## src/hw/rtl/nested_page_table_walk_build_macros.svh

```systemverilog
// Assertion macros for the page table walker.
// Depends on nothing; users must have clk and rst_n in scope.
`ifndef NESTED_PAGE_TABLE_WALK_BUILD_MACROS_SVH
`define NESTED_PAGE_TABLE_WALK_BUILD_MACROS_SVH
`ifndef NO_ASSERTIONS
`define NPW_ASSERT_IMP(label, ante, cons, msg) \
  label: assert property (@(posedge clk) disable iff (!rst_n) (ante) |-> (cons)) \
    else $error(msg);
`define NPW_ASSERT_NXT(label, ante, cons, msg) \
  label: assert property (@(posedge clk) disable iff (!rst_n) (ante) |=> (cons)) \
    else $error(msg);
`else
`define NPW_ASSERT_IMP(label, ante, cons, msg)
`define NPW_ASSERT_NXT(label, ante, cons, msg)
`endif
`endif

```

## src/hw/rtl/npw_ram.sv

```systemverilog
// Generic single-port synchronous RAM with registered read data.
// No dependencies.
module npw_ram #(
  parameter int WIDTH = 8,
  parameter int DEPTH = 256
) (
  input  logic                     clk,
  input  logic                     we,
  input  logic [$clog2(DEPTH)-1:0] addr,
  input  logic [WIDTH-1:0]         wdata,
  output logic [WIDTH-1:0]         rdata
);

  logic [WIDTH-1:0] mem [DEPTH];

  always_ff @(posedge clk) begin
    if (we) begin
      mem[addr] <= wdata;
    end
    rdata <= mem[addr];
  end

endmodule

```

## config.mk

```make
export PLATFORM = sky130hd
export DESIGN_NAME = npw_ram
export DESIGN_NICKNAME = d
export VERILOG_FILES = /design/src/hw/rtl/nested_page_table_walk_build_macros.svh /design/src/hw/rtl/npw_ram.sv
export SDC_FILE = /design/constraint.sdc
export NUM_CORES = 2
export LEC_CHECK = 0
export CAP_MARGIN = 30
export CORE_MARGIN = 4
export CORE_UTILIZATION = 30
export DETAILED_ROUTE_END_ITERATION = 12
export DONT_BUFFER_PORTS = 1
export PLACE_DENSITY = 0.43
export SYNTH_ARGS = -nofsm -noshare
export SYNTH_HDL_FRONTEND = slang
export SYNTH_SLANG_ARGS = --single-unit
```

## constraint.sdc

```tcl
create_clock -name clk -period 3.3 [get_ports clk]
set_clock_uncertainty 0.15 [all_clocks]
set_input_delay 0.495 -clock clk [delete_from_list [all_inputs] [get_ports clk]]
set_output_delay 0.495 -clock clk [all_outputs]
set_load 0.05 [all_outputs]
```

==> metrics.txt <==
sequential fraction of the synthesis area=approximately four fifths; Final ANT Viol Nets=0; layout filler cell count=24000; final setup TNS=0 ns; Seq. cell area=61700 um^2; Peak VDD IR=569 uV; HP Class=in2reg; warnings from Yosys=0; Core Util, Final=35.6%; Fin. Hold Viols=between 600 and 700; vias in the first global route=39400; die area=270000 um^2; Initial Util=30.2%; RSZ-0062 raised after global routing=false; CP Class=in2reg; DP HPWL=approximately 120000 um; global route total overflow=0; Leak=about 28 nW; violated checks=hold timing; CTS Buffer Depth=3; Yosys reg bits=2056; GPL Wtd Cong=around 0.74; maxcap violations=0; Final period util=97.2%; Via Count=37800; Die X=520 um; clock sinks=2056; H-tree depth=4; fraction of layout cells with a size suffix above 1=30.5%; Worst Path Max Fanout=72; CP Data Arrival Time=around 3.8 ns; # DRC=0; First-pass DRT Iterations=5; Iteration-0 DRC Markers=3162; Core ar.=260000 um^2; post-synthesis cell type count=22; final setup fails=0; Clk pin slew, worst setup/hold paths=0.06 ns; power per standard cell area=587 nW/um^2; Syn Area/Cell=~22 um^2; CTS tree=built; worst skew pair latency=approximately 0.85 ns; largest area contributor in the netlist=edfxtp_1; vias per cell=around 4.9; Buffers on Ports=0; max-slew headroom at the worst pin=10.7%; Die H=520 um; slew of the pin with the lowest slew margin=around 1.3 ns; min Tclk post-route=3.21 ns; Final Slew Violations=0; Max Fclk=0.312 GHz; Setup crit end kind=flip-flop; Hold WS=-0.348 ns; first-pass GRT wire length=305000 um; # rows=between 150 and 200; final layout net count=3982; initial antenna violation count=8; worst endpoint required time=~3.9 ns; wire length per cell=29.1 um; gr usage total=15.6%; status=finished with violations; Multi-input gate area=between 15000 and 20000 um^2; synth top area cells=edfxtp_1 78%, mux4_2 15%, a22oi_1 2.4%; cell count after synthesis=3547; Area growth syn-to-layout=17.9%; area share of the largest cell type after synthesis=78.3%; mapped cell area=around 78000 um^2; IO Pins=26; maximum number of pins on one net before global-route repair=around 520; syn nets=3565; Setup crit start kind=input port; Root Driver=clkbuf_16; total CTS buffers=219; WL final=about 220000 um
[flip-flops by register name, indices dropped and copies added (netlist names)]
signal and count:
mem 2048, rdata 8
[layout by cell type (no fill, tap or decap), types with 12 or more instances in the layout]
cell type  instances
clkinv_2          47
buf_12            24
clkbuf_1          44
nor3_1            30
nor2_1           231
nand2_1           24
mux4_2           512
edfxtp_1        2048
o41ai_1           24
a22oi_1          256
clkinv_1          57
clkbuf_16        230
buf_16            12
a21oi_1          128
buf_4            375
[power by group]
part           internal [mW]  switching, mW
sequential              28.8          0.116
clock                   13.0           10.2
combinational          0.886           1.35
total                   42.7           11.7
[Yosys cell counts (all sizes together)]
master,count
or3,1
a22oi,256
nor2b,7
nand2,28
nand4,8
nor3,30
buf,87
a21oi,128
or2,2
clkbuf,145
edfxtp,2048
o41ai,32
nand2b,6
nor2,232
inv,1
nand3,13
mux4,512
and2,3
dfxtp,8
[per-layer routing]
metal  wire [um]  global-route usage (%)  vias to the layer above
met2      108000                    25.6                      857
met1       99400                    21.9                    20700
met3        9390                    2.38                      269
li1            -                       -                    15900
met4        4880                    3.89                        0
met5           0                       0                        -
[worst max-delay path: stages]
cell and delay (ns):
buf_16 0.30, buf_16 0.39, buf_16 0.39, mux4_2 0.39
a22oi_1 0.22, a21oi_1 0.19, o41ai_1 0.67, buf_2 0.28
nand4_1 0.10
[layout make-up]
type / instances / share of cell area, %
Timing Repair Buffer: 428 / 4.24
Clock buffer: 268 / 6.20
Multi-Input combinational cell: 1258 / 17.1
Clock inverter: 133 / 1.08
Sequential cell: 2056 / 66.6
Antenna cell: 1 / 0.00270
Inverter: 1 / 0.00405
Tap cell: 3496 / 4.72
[worst paths after layout]
path / from / end / slack [ns] / cells after the start
worst max-delay path: addr[1] / rdata[4] / 0.09 / 9
worst min-delay path: wdata[3] / mem[33][3] / -0.35 / 0
worst max register to register: mem[163][3] / rdata[3] / 0.43 / 6
worst min register to register: mem[0][0] / rdata[0] / 0.84 / 5
[kinds of logic after synthesis]
family | share of synthesized area, %
flip-flops | 78.6
AO/OA/AOI/OAI | 3.62
buffers and inverters | 1.40
AND/OR/NAND/NOR | 1.73
multiplexers | 14.7
[per-stage QoR]
stage | instance area [um^2] | hold slack [ns] | std cells | setup WS [ns] | power [mW]
after global routing | 92600 | -0.418 | 7641 | 0.0619 | 56.3
after global placement | 85200 | 0.525 | 7210 | -0.552 | 31.1
final | 92600 | -0.348 | 7641 | 0.0929 | 54.4
after floorplan | 78500 | 0.444 | 3547 | 0.436 | 30.7
after detailed placement | 85200 | 0.497 | 7211 | -0.429 | 31.1
after CTS | 92000 | -0.455 | 7618 | 0.451 | 54.5
[what timing repair did]
item / CTS / global route
endpoints found under the hold margin: 2094 / 1920
resized for setup: 0 / 3
endpoints found under the setup margin: 0 / 309
hold buffers: 6 / 5
setup buffers: 0 / 0
No activity file was read; power rests on OpenSTA's default activity.
